[src/msc_pkg.sv]
`timescale 1ns / 1ps
// ----------------------------------------------------------------------------
// msc_pkg
// Shared constants, widths, codes and controller/datapath structs for the
// mean-shift centroid step unit.
// ----------------------------------------------------------------------------
package msc_pkg;

    localparam int HIST_BINS   = 16;
    localparam int MAX_WINDOW  = 256;
    localparam int WEIGHT_W    = 20;

    // bin span 256/HIST_BINS rounded down to a power of two
    localparam int BIN_SPAN    = 256 / HIST_BINS;
    localparam int BIN_SHIFT   = $clog2(BIN_SPAN + 1) - 1;
    localparam int EFF_BINS    = 256 >> BIN_SHIFT;
    localparam int BIN_IDX_W   = 8 - BIN_SHIFT;
    localparam int TABLE_DEPTH = 3 * EFF_BINS;

    localparam int CH_W        = 8;
    localparam int IDX_W       = 6;
    localparam int BANK_W      = IDX_W - BIN_IDX_W;
    localparam int WIN_W       = 9;
    localparam int CNT_W       = $clog2(MAX_WINDOW);
    localparam int POS_W       = 16;
    localparam int NEWPOS_W    = 17;
    localparam int OFS_W       = CNT_W + 2;
    localparam int SQ_W        = 2 * OFS_W - 1;
    localparam int CC_W        = 2 * CNT_W;
    localparam int WSUM_W      = WEIGHT_W + 2;
    localparam int PROD_W      = WSUM_W + OFS_W;
    localparam int ACC_W       = PROD_W + 2 * CNT_W;
    localparam int TOT_W       = WSUM_W + 2 * CNT_W;
    localparam int QUO_W       = NEWPOS_W;
    localparam int DIV_CNT_W   = $clog2(ACC_W + 1);
    localparam int CFG_IDX_W   = 2;
    localparam int CFG_DATA_W  = 16;

    localparam logic MODE_LOAD  = 1'b0;
    localparam logic MODE_PIXEL = 1'b1;

    typedef enum logic [CFG_IDX_W-1:0] {
        CFG_WINDOW_WIDTH  = 2'd0,
        CFG_WINDOW_HEIGHT = 2'd1,
        CFG_START_COL     = 2'd2,
        CFG_START_ROW     = 2'd3
    } t_cfg_idx;

    typedef struct packed {
        logic wt_write;   // load beat taken
        logic pix_take;   // pixel beat taken
        logic term_en;    // table read and squares
        logic prod_en;    // products and circle test
        logic acc_en;     // accumulate
        logic div_start;
        logic div_row;    // 0: column numerator, 1: row numerator
        logic load_out;
    } t_dp_cmd;

    typedef struct packed {
        logic last;
        logic total_zero;
        logic div_done;
    } t_dp_sts;

endpackage

[src/msc_in_if.sv]
`timescale 1ns / 1ps
// ----------------------------------------------------------------------------
// msc_in_if
// Input channel: weight load or window pixel, valid/ready handshake.
// ----------------------------------------------------------------------------
interface msc_in_if import msc_pkg::*; ();
    logic                valid;
    logic                ready;
    logic                mode;
    logic [IDX_W-1:0]    weight_index;
    logic [WEIGHT_W-1:0] weight_value;
    logic [CH_W-1:0]     channel_zero;
    logic [CH_W-1:0]     channel_one;
    logic [CH_W-1:0]     channel_two;

    modport source (
        output valid, mode, weight_index, weight_value,
               channel_zero, channel_one, channel_two,
        input  ready
    );
    modport sink (
        input  valid, mode, weight_index, weight_value,
               channel_zero, channel_one, channel_two,
        output ready
    );
endinterface

[src/msc_out_if.sv]
`timescale 1ns / 1ps
// ----------------------------------------------------------------------------
// msc_out_if
// Result channel: new window position and shift, valid/ready handshake.
// ----------------------------------------------------------------------------
interface msc_out_if import msc_pkg::*; ();
    logic                       valid;
    logic                       ready;
    logic signed [NEWPOS_W-1:0] new_col;
    logic signed [NEWPOS_W-1:0] new_row;
    logic signed [POS_W-1:0]    shift_col;
    logic signed [POS_W-1:0]    shift_row;
    logic                       zero_weight;

    modport source (
        output valid, new_col, new_row, shift_col, shift_row, zero_weight,
        input  ready
    );
    modport sink (
        input  valid, new_col, new_row, shift_col, shift_row, zero_weight,
        output ready
    );
endinterface

[src/mean_shift_centroid_step_unit.sv]
`timescale 1ns / 1ps
// A weight load beat is written while idle; a pixel beat passes through accept,
// table read, product and accumulate, and no new beat is taken until it is done.
// The last pixel of a window adds a decision step, two divisions (column, then row;
// ACC_W = 48 quotient steps each) and a load of the result register, which waits
// until any earlier result has been taken; zero total weight skips both divisions.
// Reset is synchronous, active low; weight banks are not cleared and must be loaded.
// ----------------------------------------------------------------------------
// mean_shift_centroid_step_unit
// One mean-shift step over a tracking window: weighted centroid of the
// pixels inside the circular window, output as a new window position.
// ----------------------------------------------------------------------------
module mean_shift_centroid_step_unit import msc_pkg::*; (
    input  logic                  i_clk,
    input  logic                  i_rst_n,
    input  logic                  i_cfg_we,
    input  logic [CFG_IDX_W-1:0]  i_cfg_index,
    input  logic [CFG_DATA_W-1:0] i_cfg_data,
    msc_in_if.sink                i_item,
    msc_out_if.source             o_result
);

    t_dp_cmd cmd;
    t_dp_sts sts;

    msc_ctrl u_ctrl (
        .i_clk       (i_clk),
        .i_rst_n     (i_rst_n),
        .i_in_valid  (i_item.valid),
        .i_in_mode   (i_item.mode),
        .i_out_ready (o_result.ready),
        .i_sts       (sts),
        .o_in_ready  (i_item.ready),
        .o_out_valid (o_result.valid),
        .o_cmd       (cmd)
    );

    msc_dp u_dp (
        .i_clk          (i_clk),
        .i_rst_n        (i_rst_n),
        .i_cfg_we       (i_cfg_we),
        .i_cfg_index    (i_cfg_index),
        .i_cfg_data     (i_cfg_data),
        .i_weight_index (i_item.weight_index),
        .i_weight_value (i_item.weight_value),
        .i_channel_zero (i_item.channel_zero),
        .i_channel_one  (i_item.channel_one),
        .i_channel_two  (i_item.channel_two),
        .i_cmd          (cmd),
        .o_sts          (sts),
        .o_new_col      (o_result.new_col),
        .o_new_row      (o_result.new_row),
        .o_shift_col    (o_result.shift_col),
        .o_shift_row    (o_result.shift_row),
        .o_zero_weight  (o_result.zero_weight)
    );

endmodule

[src/msc_div.sv]
`timescale 1ns / 1ps
// ----------------------------------------------------------------------------
// msc_div
// Restoring divider, one quotient bit per cycle. Signed numerator over an
// unsigned nonzero denominator, truncating toward zero; low bits returned.
// ----------------------------------------------------------------------------
module msc_div import msc_pkg::*; (
    input  logic                    i_clk,
    input  logic                    i_rst_n,
    input  logic                    i_start,
    input  logic signed [ACC_W-1:0] i_num,
    input  logic [TOT_W-1:0]        i_den,
    output logic                    o_done,
    output logic [QUO_W-1:0]        o_quot
);

    logic                 r_busy, n_busy;
    logic                 r_done, n_done;
    logic [DIV_CNT_W-1:0] r_cnt, n_cnt;
    logic                 r_neg;
    logic [ACC_W-1:0]     r_num;
    logic [TOT_W-1:0]     r_den;
    logic [TOT_W-1:0]     r_rem;
    logic [QUO_W-1:0]     r_quo;

    logic [ACC_W-1:0]     num_mag;
    logic [TOT_W:0]       rem_sh;
    logic [TOT_W:0]       rem_diff;
    logic                 ge;

    assign num_mag  = i_num[ACC_W-1] ? (~i_num + ACC_W'(1)) : i_num;
    assign rem_sh   = {r_rem, r_num[ACC_W-1]};
    assign rem_diff = rem_sh - {1'b0, r_den};
    assign ge       = (rem_sh >= {1'b0, r_den});

    always_comb begin
        n_busy = r_busy;
        n_done = 1'b0;
        n_cnt  = r_cnt;
        if (i_start) begin
            n_busy = 1'b1;
            n_cnt  = DIV_CNT_W'(ACC_W);
        end else if (r_busy) begin
            n_cnt = r_cnt - DIV_CNT_W'(1);
            if (r_cnt == DIV_CNT_W'(1)) begin
                n_busy = 1'b0;
                n_done = 1'b1;
            end
        end
    end

    always_ff @(posedge i_clk) begin
        if (!i_rst_n) begin
            r_busy <= 1'b0;
            r_done <= 1'b0;
            r_cnt  <= '0;
        end else begin
            r_busy <= n_busy;
            r_done <= n_done;
            r_cnt  <= n_cnt;
        end
    end

    always_ff @(posedge i_clk) begin
        if (i_start) begin
            r_neg <= i_num[ACC_W-1];
            r_num <= num_mag;
            r_den <= i_den;
            r_rem <= '0;
            r_quo <= '0;
        end else if (r_busy) begin
            r_num <= {r_num[ACC_W-2:0], 1'b0};
            r_rem <= ge ? rem_diff[TOT_W-1:0] : rem_sh[TOT_W-1:0];
            r_quo <= {r_quo[QUO_W-2:0], ge};
        end
    end

    assign o_done = r_done;
    assign o_quot = r_neg ? (~r_quo + QUO_W'(1)) : r_quo;

    a_no_restart: assert property (@(posedge i_clk) disable iff (!i_rst_n)
        i_start |-> !r_busy)
        else $error("divider restarted while busy");

    a_done_after_busy: assert property (@(posedge i_clk) disable iff (!i_rst_n)
        r_done |-> $past(r_busy))
        else $error("divider done without a running division");

    a_count_zero_idle: assert property (@(posedge i_clk) disable iff (!i_rst_n)
        (!r_busy && !i_start) |-> (r_cnt == '0))
        else $error("divider count left over while idle");

endmodule

[src/msc_dp.sv]
`timescale 1ns / 1ps
// ----------------------------------------------------------------------------
// msc_dp
// Datapath: configuration registers, weight banks, raster counters, the
// three-stage pixel path, accumulators, shared divider and result register.
// ----------------------------------------------------------------------------
module msc_dp import msc_pkg::*; (
    input  logic                        i_clk,
    input  logic                        i_rst_n,
    input  logic                        i_cfg_we,
    input  logic [CFG_IDX_W-1:0]        i_cfg_index,
    input  logic [CFG_DATA_W-1:0]       i_cfg_data,
    input  logic [IDX_W-1:0]            i_weight_index,
    input  logic [WEIGHT_W-1:0]         i_weight_value,
    input  logic [CH_W-1:0]             i_channel_zero,
    input  logic [CH_W-1:0]             i_channel_one,
    input  logic [CH_W-1:0]             i_channel_two,
    input  t_dp_cmd                     i_cmd,
    output t_dp_sts                     o_sts,
    output logic signed [NEWPOS_W-1:0]  o_new_col,
    output logic signed [NEWPOS_W-1:0]  o_new_row,
    output logic signed [POS_W-1:0]     o_shift_col,
    output logic signed [POS_W-1:0]     o_shift_row,
    output logic                        o_zero_weight
);

    // configuration
    logic [WIN_W-1:0]        r_win_w, r_win_h;
    logic signed [POS_W-1:0] r_start_col, r_start_row;

    // weight banks, one per colour channel
    logic [WEIGHT_W-1:0]     r_tab [3][EFF_BINS];

    // raster position
    logic [CNT_W-1:0]        r_col, r_row;

    // pixel path
    logic [BIN_IDX_W-1:0]    r_b0, r_b1, r_b2;
    logic signed [OFS_W-1:0] r_di, r_dj;
    logic                    r_last;
    logic [WSUM_W-1:0]       r_wt;
    logic [SQ_W-1:0]         r_di2, r_dj2;
    logic [CC_W-1:0]         r_cc;
    logic                    r_inside;
    logic signed [PROD_W-1:0] r_pc, r_pr;

    // accumulators
    logic signed [ACC_W-1:0] r_col_sum, r_row_sum;
    logic [TOT_W-1:0]        r_total;

    // division results
    logic                    r_div_row;
    logic [QUO_W-1:0]        r_q_col, r_q_row;

    // result register
    logic signed [NEWPOS_W-1:0] r_new_col, r_new_row;
    logic signed [POS_W-1:0]    r_shift_col, r_shift_row;
    logic                       r_zero;

    logic [WIN_W-1:0]        w_eff, h_eff, c_full;
    logic [CNT_W-1:0]        c;
    logic [WIN_W-1:0]        col_p1, row_p1;
    logic                    row_end, last;
    logic signed [OFS_W-1:0] di, dj;
    logic signed [2*OFS_W-1:0] di_sq, dj_sq;
    logic [CC_W-1:0]         cc;
    logic [SQ_W:0]           sum_sq;
    logic signed [PROD_W:0]  pc_full, pr_full;
    logic [BANK_W-1:0]       wr_bank;
    logic                    div_done;
    logic [QUO_W-1:0]        div_quot;
    logic signed [ACC_W-1:0] div_num;
    logic [QUO_W-1:0]        sc, sr;

    assign w_eff = (r_win_w == '0) ? WIN_W'(1) :
                   (r_win_w > WIN_W'(MAX_WINDOW)) ? WIN_W'(MAX_WINDOW) : r_win_w;
    assign h_eff = (r_win_h == '0) ? WIN_W'(1) :
                   (r_win_h > WIN_W'(MAX_WINDOW)) ? WIN_W'(MAX_WINDOW) : r_win_h;
    // circle centre in doubled coordinates, taken from the height for both axes
    assign c_full = h_eff - WIN_W'(1);
    assign c      = c_full[CNT_W-1:0];

    assign col_p1  = {1'b0, r_col} + WIN_W'(1);
    assign row_p1  = {1'b0, r_row} + WIN_W'(1);
    assign row_end = (col_p1 >= w_eff);
    assign last    = row_end && (row_p1 >= h_eff);

    assign di = $signed({1'b0, r_row, 1'b0}) - $signed({2'b00, c});
    assign dj = $signed({1'b0, r_col, 1'b0}) - $signed({2'b00, c});

    assign di_sq = r_di * r_di;
    assign dj_sq = r_dj * r_dj;
    assign cc    = c * c;

    assign sum_sq  = {1'b0, r_di2} + {1'b0, r_dj2};
    assign pc_full = $signed({1'b0, r_wt}) * r_dj;
    assign pr_full = $signed({1'b0, r_wt}) * r_di;

    assign wr_bank = i_weight_index[IDX_W-1:BIN_IDX_W];

    // configuration registers
    always_ff @(posedge i_clk) begin
        if (!i_rst_n) begin
            r_win_w     <= WIN_W'(64);
            r_win_h     <= WIN_W'(64);
            r_start_col <= '0;
            r_start_row <= '0;
        end else if (i_cfg_we) begin
            case (t_cfg_idx'(i_cfg_index))
                CFG_WINDOW_WIDTH:  r_win_w     <= i_cfg_data[WIN_W-1:0];
                CFG_WINDOW_HEIGHT: r_win_h     <= i_cfg_data[WIN_W-1:0];
                CFG_START_COL:     r_start_col <= i_cfg_data;
                CFG_START_ROW:     r_start_row <= i_cfg_data;
                default: ;
            endcase
        end
    end

    // weight banks: contents are undefined until loaded
    always_ff @(posedge i_clk) begin
        if (i_cmd.wt_write && ({1'b0, i_weight_index} < (IDX_W+1)'(TABLE_DEPTH))) begin
            r_tab[wr_bank][i_weight_index[BIN_IDX_W-1:0]] <= i_weight_value;
        end
    end

    // counters and accumulators
    always_ff @(posedge i_clk) begin
        if (!i_rst_n) begin
            r_col     <= '0;
            r_row     <= '0;
            r_col_sum <= '0;
            r_row_sum <= '0;
            r_total   <= '0;
        end else begin
            if (i_cmd.pix_take) begin
                if (last) begin
                    r_col <= '0;
                    r_row <= '0;
                end else if (row_end) begin
                    r_col <= '0;
                    r_row <= r_row + CNT_W'(1);
                end else begin
                    r_col <= r_col + CNT_W'(1);
                end
            end
            if (i_cmd.load_out) begin
                r_col_sum <= '0;
                r_row_sum <= '0;
                r_total   <= '0;
            end else if (i_cmd.acc_en && r_inside) begin
                r_col_sum <= r_col_sum + {{(ACC_W-PROD_W){r_pc[PROD_W-1]}}, r_pc};
                r_row_sum <= r_row_sum + {{(ACC_W-PROD_W){r_pr[PROD_W-1]}}, r_pr};
                r_total   <= r_total + {{(TOT_W-WSUM_W){1'b0}}, r_wt};
            end
        end
    end

    // pixel path stages
    always_ff @(posedge i_clk) begin
        if (i_cmd.pix_take) begin
            r_b0   <= i_channel_zero[CH_W-1:BIN_SHIFT];
            r_b1   <= i_channel_one[CH_W-1:BIN_SHIFT];
            r_b2   <= i_channel_two[CH_W-1:BIN_SHIFT];
            r_di   <= di;
            r_dj   <= dj;
            r_last <= last;
        end
        if (i_cmd.term_en) begin
            r_wt  <= {2'b00, r_tab[0][r_b0]} + {2'b00, r_tab[1][r_b1]}
                   + {2'b00, r_tab[2][r_b2]};
            r_di2 <= di_sq[SQ_W-1:0];
            r_dj2 <= dj_sq[SQ_W-1:0];
            r_cc  <= cc;
        end
        if (i_cmd.prod_en) begin
            r_inside <= (sum_sq < {{(SQ_W+1-CC_W){1'b0}}, r_cc});
            r_pc     <= pc_full[PROD_W-1:0];
            r_pr     <= pr_full[PROD_W-1:0];
        end
    end

    // halved offset sums, floor toward minus infinity
    assign div_num = i_cmd.div_row ? (r_row_sum >>> 1) : (r_col_sum >>> 1);

    msc_div u_div (
        .i_clk   (i_clk),
        .i_rst_n (i_rst_n),
        .i_start (i_cmd.div_start),
        .i_num   (div_num),
        .i_den   (r_total),
        .o_done  (div_done),
        .o_quot  (div_quot)
    );

    always_ff @(posedge i_clk) begin
        if (!i_rst_n) begin
            r_div_row <= 1'b0;
        end else if (i_cmd.div_start) begin
            r_div_row <= i_cmd.div_row;
        end
    end

    always_ff @(posedge i_clk) begin
        if (div_done) begin
            if (r_div_row) begin
                r_q_row <= div_quot;
            end else begin
                r_q_col <= div_quot;
            end
        end
    end

    assign sc = (r_total == '0) ? '0 : r_q_col;
    assign sr = (r_total == '0) ? '0 : r_q_row;

    always_ff @(posedge i_clk) begin
        if (i_cmd.load_out) begin
            r_new_col   <= {r_start_col[POS_W-1], r_start_col} + sc;
            r_new_row   <= {r_start_row[POS_W-1], r_start_row} + sr;
            r_shift_col <= sc[POS_W-1:0];
            r_shift_row <= sr[POS_W-1:0];
            r_zero      <= (r_total == '0);
        end
    end

    assign o_sts.last       = r_last;
    assign o_sts.total_zero = (r_total == '0);
    assign o_sts.div_done   = div_done;

    assign o_new_col     = r_new_col;
    assign o_new_row     = r_new_row;
    assign o_shift_col   = r_shift_col;
    assign o_shift_row   = r_shift_row;
    assign o_zero_weight = r_zero;

endmodule

[src/msc_ctrl.sv]
`timescale 1ns / 1ps
// ----------------------------------------------------------------------------
// msc_ctrl
// Controller: sequences one beat at a time through the pixel stages, two
// divisions at window end (none at zero weight), the result register handoff.
// ----------------------------------------------------------------------------
module msc_ctrl import msc_pkg::*; (
    input  logic    i_clk,
    input  logic    i_rst_n,
    input  logic    i_in_valid,
    input  logic    i_in_mode,
    input  logic    i_out_ready,
    input  t_dp_sts i_sts,
    output logic    o_in_ready,
    output logic    o_out_valid,
    output t_dp_cmd o_cmd
);

    typedef enum logic [7:0] {
        ST_IDLE = 8'b0000_0001,
        ST_TERM = 8'b0000_0010,
        ST_PROD = 8'b0000_0100,
        ST_ACC  = 8'b0000_1000,
        ST_FIN  = 8'b0001_0000,
        ST_DIVC = 8'b0010_0000,
        ST_DIVR = 8'b0100_0000,
        ST_OUT  = 8'b1000_0000
    } t_state;

    t_state r_state, n_state;
    logic   r_out_valid, n_out_valid;
    logic   in_fire;

    assign o_in_ready = (r_state == ST_IDLE);
    assign in_fire    = i_in_valid && o_in_ready;

    always_comb begin
        n_state = r_state;
        o_cmd   = '0;
        case (r_state)
            ST_IDLE: begin
                if (in_fire) begin
                    if (i_in_mode == MODE_PIXEL) begin
                        o_cmd.pix_take = 1'b1;
                        n_state        = ST_TERM;
                    end else begin
                        o_cmd.wt_write = 1'b1;
                    end
                end
            end
            ST_TERM: begin
                o_cmd.term_en = 1'b1;
                n_state       = ST_PROD;
            end
            ST_PROD: begin
                o_cmd.prod_en = 1'b1;
                n_state       = ST_ACC;
            end
            ST_ACC: begin
                o_cmd.acc_en = 1'b1;
                n_state      = i_sts.last ? ST_FIN : ST_IDLE;
            end
            ST_FIN: begin
                // zero total weight skips both divisions
                if (i_sts.total_zero) begin
                    n_state = ST_OUT;
                end else begin
                    o_cmd.div_start = 1'b1;
                    n_state         = ST_DIVC;
                end
            end
            ST_DIVC: begin
                if (i_sts.div_done) begin
                    o_cmd.div_start = 1'b1;
                    o_cmd.div_row   = 1'b1;
                    n_state         = ST_DIVR;
                end
            end
            ST_DIVR: begin
                o_cmd.div_row = 1'b1;
                if (i_sts.div_done) begin
                    n_state = ST_OUT;
                end
            end
            ST_OUT: begin
                if (!r_out_valid || i_out_ready) begin
                    o_cmd.load_out = 1'b1;
                    n_state        = ST_IDLE;
                end
            end
            default: begin
                n_state = ST_IDLE;
            end
        endcase
    end

    always_comb begin
        if (o_cmd.load_out) begin
            n_out_valid = 1'b1;
        end else if (i_out_ready) begin
            n_out_valid = 1'b0;
        end else begin
            n_out_valid = r_out_valid;
        end
    end

    always_ff @(posedge i_clk) begin
        if (!i_rst_n) begin
            r_state     <= ST_IDLE;
            r_out_valid <= 1'b0;
        end else begin
            r_state     <= n_state;
            r_out_valid <= n_out_valid;
        end
    end

    assign o_out_valid = r_out_valid;

    a_no_overwrite: assert property (@(posedge i_clk) disable iff (!i_rst_n)
        o_cmd.load_out |-> (!r_out_valid || i_out_ready))
        else $error("result register overwritten before its beat left");

    a_div_nonzero: assert property (@(posedge i_clk) disable iff (!i_rst_n)
        o_cmd.div_start |-> !i_sts.total_zero)
        else $error("division started with zero total weight");

    a_pixel_enters: assert property (@(posedge i_clk) disable iff (!i_rst_n)
        (in_fire && (i_in_mode == MODE_PIXEL)) |=> (r_state == ST_TERM))
        else $error("pixel beat did not enter the pixel path");

    a_done_expected: assert property (@(posedge i_clk) disable iff (!i_rst_n)
        i_sts.div_done |-> (r_state == ST_DIVC || r_state == ST_DIVR))
        else $error("divider finished outside a division state");

endmodule

[src/flat_wrapper.sv]
// flat-port wrapper written by rule: the top's interface ports become plain ports
module mean_shift_centroid_step_unit_flat import msc_pkg::*;
  (i_clk, i_rst_n, i_cfg_we, i_cfg_index, i_cfg_data, i_item_valid, i_item_mode, i_item_weight_index, i_item_weight_value, i_item_channel_zero, i_item_channel_one, i_item_channel_two, i_item_ready, o_result_valid, o_result_new_col, o_result_new_row, o_result_shift_col, o_result_shift_row, o_result_zero_weight, o_result_ready);
  msc_in_if i_item_i ();
  msc_out_if o_result_i ();
  input  logic i_clk;
  input  logic i_rst_n;
  input  logic i_cfg_we;
  input  logic [CFG_IDX_W-1:0] i_cfg_index;
  input  logic [CFG_DATA_W-1:0] i_cfg_data;
  input wire logic [$bits(i_item_i.valid)-1:0] i_item_valid;
  input wire logic [$bits(i_item_i.mode)-1:0] i_item_mode;
  input wire logic [$bits(i_item_i.weight_index)-1:0] i_item_weight_index;
  input wire logic [$bits(i_item_i.weight_value)-1:0] i_item_weight_value;
  input wire logic [$bits(i_item_i.channel_zero)-1:0] i_item_channel_zero;
  input wire logic [$bits(i_item_i.channel_one)-1:0] i_item_channel_one;
  input wire logic [$bits(i_item_i.channel_two)-1:0] i_item_channel_two;
  output wire logic [$bits(i_item_i.ready)-1:0] i_item_ready;
  output wire logic [$bits(o_result_i.valid)-1:0] o_result_valid;
  output wire logic [$bits(o_result_i.new_col)-1:0] o_result_new_col;
  output wire logic [$bits(o_result_i.new_row)-1:0] o_result_new_row;
  output wire logic [$bits(o_result_i.shift_col)-1:0] o_result_shift_col;
  output wire logic [$bits(o_result_i.shift_row)-1:0] o_result_shift_row;
  output wire logic [$bits(o_result_i.zero_weight)-1:0] o_result_zero_weight;
  input wire logic [$bits(o_result_i.ready)-1:0] o_result_ready;
  assign i_item_i.valid = i_item_valid;
  assign i_item_i.mode = i_item_mode;
  assign i_item_i.weight_index = i_item_weight_index;
  assign i_item_i.weight_value = i_item_weight_value;
  assign i_item_i.channel_zero = i_item_channel_zero;
  assign i_item_i.channel_one = i_item_channel_one;
  assign i_item_i.channel_two = i_item_channel_two;
  assign i_item_ready = i_item_i.ready;
  assign o_result_valid = o_result_i.valid;
  assign o_result_new_col = o_result_i.new_col;
  assign o_result_new_row = o_result_i.new_row;
  assign o_result_shift_col = o_result_i.shift_col;
  assign o_result_shift_row = o_result_i.shift_row;
  assign o_result_zero_weight = o_result_i.zero_weight;
  assign o_result_i.ready = o_result_ready;
  mean_shift_centroid_step_unit u_core (.i_clk(i_clk), .i_rst_n(i_rst_n), .i_cfg_we(i_cfg_we), .i_cfg_index(i_cfg_index), .i_cfg_data(i_cfg_data), .i_item(i_item_i), .o_result(o_result_i));
endmodule
[config.mk]
export PLATFORM = sky130hd
export DESIGN_NAME = mean_shift_centroid_step_unit_flat
export DESIGN_NICKNAME = d
export VERILOG_FILES = /design/src/msc_pkg.sv /design/src/msc_in_if.sv /design/src/msc_out_if.sv /design/src/mean_shift_centroid_step_unit.sv /design/src/msc_div.sv /design/src/msc_dp.sv /design/src/msc_ctrl.sv /design/src/flat_wrapper.sv
export SDC_FILE = /design/constraint.sdc
export NUM_CORES = 2
export LEC_CHECK = 0
export BUFFER_PORTS_ARGS = -buffer_cell sky130_fd_sc_hd__buf_2
export CORE_UTILIZATION = 40
export CTS_CLUSTER_DIAMETER = 80
export DETAILED_ROUTE_END_ITERATION = 10
export PLACE_DENSITY = 0.51
export SETUP_SLACK_MARGIN = 0.05
export SYNTH_ARGS = -nofsm -noshare
export SYNTH_HDL_FRONTEND = slang
export SYNTH_SLANG_ARGS = --single-unit
[constraint.sdc]
create_clock -name i_clk -period 16.65 [get_ports i_clk]
set_clock_uncertainty 0.2 [all_clocks]
set_input_delay 1.665 -clock i_clk [delete_from_list [all_inputs] [get_ports i_clk]]
set_output_delay 1.665 -clock i_clk [all_outputs]
set_load 0.01 [all_outputs]
==> metrics <==
min cycle time layout 7658 ps; CTS H-tree depth 4; maximum VDD drop 0.1218 mV; Detailed Place HPWL 159200 um; RSZ-0062 raised after global routing no; Post-DP Area 99090 um2; register area 44990 um2; GRT Total Usage 19.82%; Synth cell types 78; Yosys Warn Count 0; PnR worst setup slack 8992 ps; vias in the first global route 60980; post-route cell area 105100 um2; IO Port Bufs 130; share of flip-flops with an asynchronous set or reset 0%; slew margin rel. 22.62%; die area 238400 um2; wire per inst 21.02 um; area occupied by multi-input gates 46270 um2; first-pass GRT wire length 362900 um; Starting DRT DRC Count 3314; largest net degree at the start of global routing 81; Via Count 58730; critical path class flop to flop; worst hold path startpoint u_core.u_dp.r_start_row[12]; fin crit share 45.99%; GP Congestion 0.8665; pre-CTS WS 9058 ps; router iterations before antenna repair 8; CTS buffer count 180; DIE HEIGHT 488.2 um; Clock Path Buffers 3; arrival time at the worst endpoint 8010 ps; post-route setup TNS 0 ps; MaxCap Viol Count 0; core area 235200 um2; vias per inst 5.280; clock latency on the worst-skew pair 850 ps; startpoint types flop; GRT Residual Overflow 0; fin nets 8977; synthesized area 94570 um2; I/O pin cnt 143; Clock Sinks 1589; Fin Hold WS 260.3 ps; Crit. End Element flop; Setup-failing EPs final 0; synthesized instance count 7716; Syn Area/Cell 12.26 um2; Critical Path RT 17000 ps; FF-to-FF setup slack 8990 ps; fillers 21550; clock slew seen by the registers of the worst setup and hold paths 60 ps; Final Max Tran Viols 0; dominant synthesized flop cell edfxtp_1; Syn-to-layout area delta 11.08%; Yosys reg bits 1589; TritonCTS clock tree yes; DRC viols 0; Critical Path Fanout Max 20; Placed Cells 10780; Resized Gates After CTS 0; Lkg Pwr 41.42 nW; CP Launch Point u_core.u_dp.r_wt[6]; PnR Total Power 13.74 mW; Peak Freq 130.6 MHz; final core occ 44.67%; status completed; Routed Antenna Nets 0; initial core utilization 40.21%; layout cell share with drive strength beyond 1 11.43%; non-filler cells, final 11120; Worst Hold Class flop to flop; cts-stage hold buffer count 0; Root Buffer Master clkbuf_16; Final Hold Viols 0; initial antenna violation count 10; postcts setup bufs 0; Routed WL 233800 um; row count 178; Pwr per Cell Area 130.8 nW/um2; post-synthesis sequential area ratio 47.57%; FF-to-FF Start u_core.u_dp.r_wt[6]; pin slew with the least headroom to its limit 1158 ps; Die W 488.2 um; number of synthesized flops with an enable pin 1316
[worst paths after layout]
kind,endpoint,cells past startpoint
worst max-delay path,u_core.u_dp.r_pr[30],21
worst min register to register,u_core.u_dp.r_start_row[12],2
worst min-delay path,u_core.u_dp.r_start_row[12],2
worst max register to register,u_core.u_dp.r_pr[30],21
[cell usage after synthesis (43+ instances only)]
cell / n / area share [%]
a21oi_1: 503 / 2.7
nand2_1: 763 / 3.0
inv_1: 651 / 2.6
dfxtp_1: 273 / 5.8
xnor2_1: 260 / 2.4
edfxtp_1: 1316 / 42
fa_1: 520 / 11
nor3_1: 102 / 0.54
mux4_2: 300 / 7.1
and2_1: 216 / 1.4
and3_1: 45 / 0.30
a21o_1: 126 / 1.0
mux2i_1: 97 / 1.0
nor2b_1: 86 / 0.57
buf_1: 43 / 0.17
ha_1: 570 / 7.5
or3_1: 45 / 0.30
clkbuf_1: 274 / 1.1
xor2_1: 143 / 1.3
nand3_1: 85 / 0.45
a211oi_1: 55 / 0.44
o21ai_0: 252 / 1.3
nor2_1: 418 / 1.7
nand2b_1: 117 / 0.77
[state kept, by name (all words and copies together), names as in the netlist, 18 cells and up]
signal,cells
u_core.u_dp.r_tab,960
u_core.u_dp.r_total,38
u_core.u_dp.r_row_sum,48
u_core.u_dp.r_wt,22
u_core.u_dp.r_col_sum,48
u_core.u_dp.u_div.r_num,48
u_core.u_dp.u_div.r_den,38
u_core.u_dp.r_pc,32
u_core.u_dp.r_di2,18
u_core.u_dp.r_pr,31
u_core.u_dp.u_div.r_rem,38
[cell families (layout without fill, tap and decap cells)]
| group | count (synthesis) | count (layout) | share of synthesized area, % |
|---|---|---|---|
| xor+xnor | 403 | 403 | 3.732 |
| flops | 1589 | 1589 | 47.57 |
| simple gates | 2028 | 2028 | 10.15 |
| mux | 405 | 405 | 8.266 |
| fa+ha+maj | 1090 | 1090 | 18.55 |
| other cells | 1 | 6 | 0.003965 |
| compound gates | 1226 | 1226 | 7.867 |
| buf+inv | 974 | 1226 | 3.869 |
[critical path: stages, from the launching register on]
cell and delay, ps:
edfxtp_1 1030, nand2_1 220, fa_1 550, fa_1 510, inv_1 50, fa_1 470
inv_1 50, fa_1 520, inv_1 50, fa_1 470, ha_1 350, a21oi_1 270
nor3b_1 110, a211o_1 280, a31oi_1 400, nor2_1 140, o41ai_1 710, o21ai_0 310
o31a_1 320, o21a_1 170, nor2_1 120, xnor2_1 80
[layout make-up]
cell class                      count  area share [%]
Antenna cell                        4        0.009528
Timing Repair Buffer              233           1.367
Clock buffer                      217           4.527
Inverter                          655           2.343
Multi-Input combinational cell   5154           44.04
Sequential cell                  1589           42.82
Clock inverter                    121           1.135
Tap cell                         3150           3.752
[layout by cell type (no fill, tap or decap), drive strengths merged, types with 33 or more instances in the layout]
master	netlist	layout
a211oi	55	55
a21o	126	126
a21oi	504	504
and2	216	216
and3	45	45
buf	45	233
clkbuf	274	217
clkinv	3	96
dfxtp	273	273
edfxtp	1316	1316
fa	520	520
ha	570	570
inv	652	661
mux2i	97	97
mux4	300	300
nand2	763	763
nand2b	117	117
nand3	85	85
nand4	34	34
nor2	418	418
nor2b	86	86
nor3	102	102
nor4	33	33
o21a	38	38
o21ai	259	259
o21bai	38	38
or3	46	46
xnor2	260	260
xor2	143	143
[power by group]
group	leakage (nW)	total [mW]	internal [mW]	switching [mW]
logic	24.5	5.14	2.25	2.90
clock network	2.86	3.94	2.22	1.71
registers	14.0	4.66	4.64	0.0238
[metal layers]
layer / wire length, um / track usage (%)
met2: 116400 / 34.60
met5: 11 / 0
met1: 104000 / 26.12
met3: 8668 / 2.536
met4: 4778 / 4.481
Note: power is estimated with default switching activity, not from simulation.
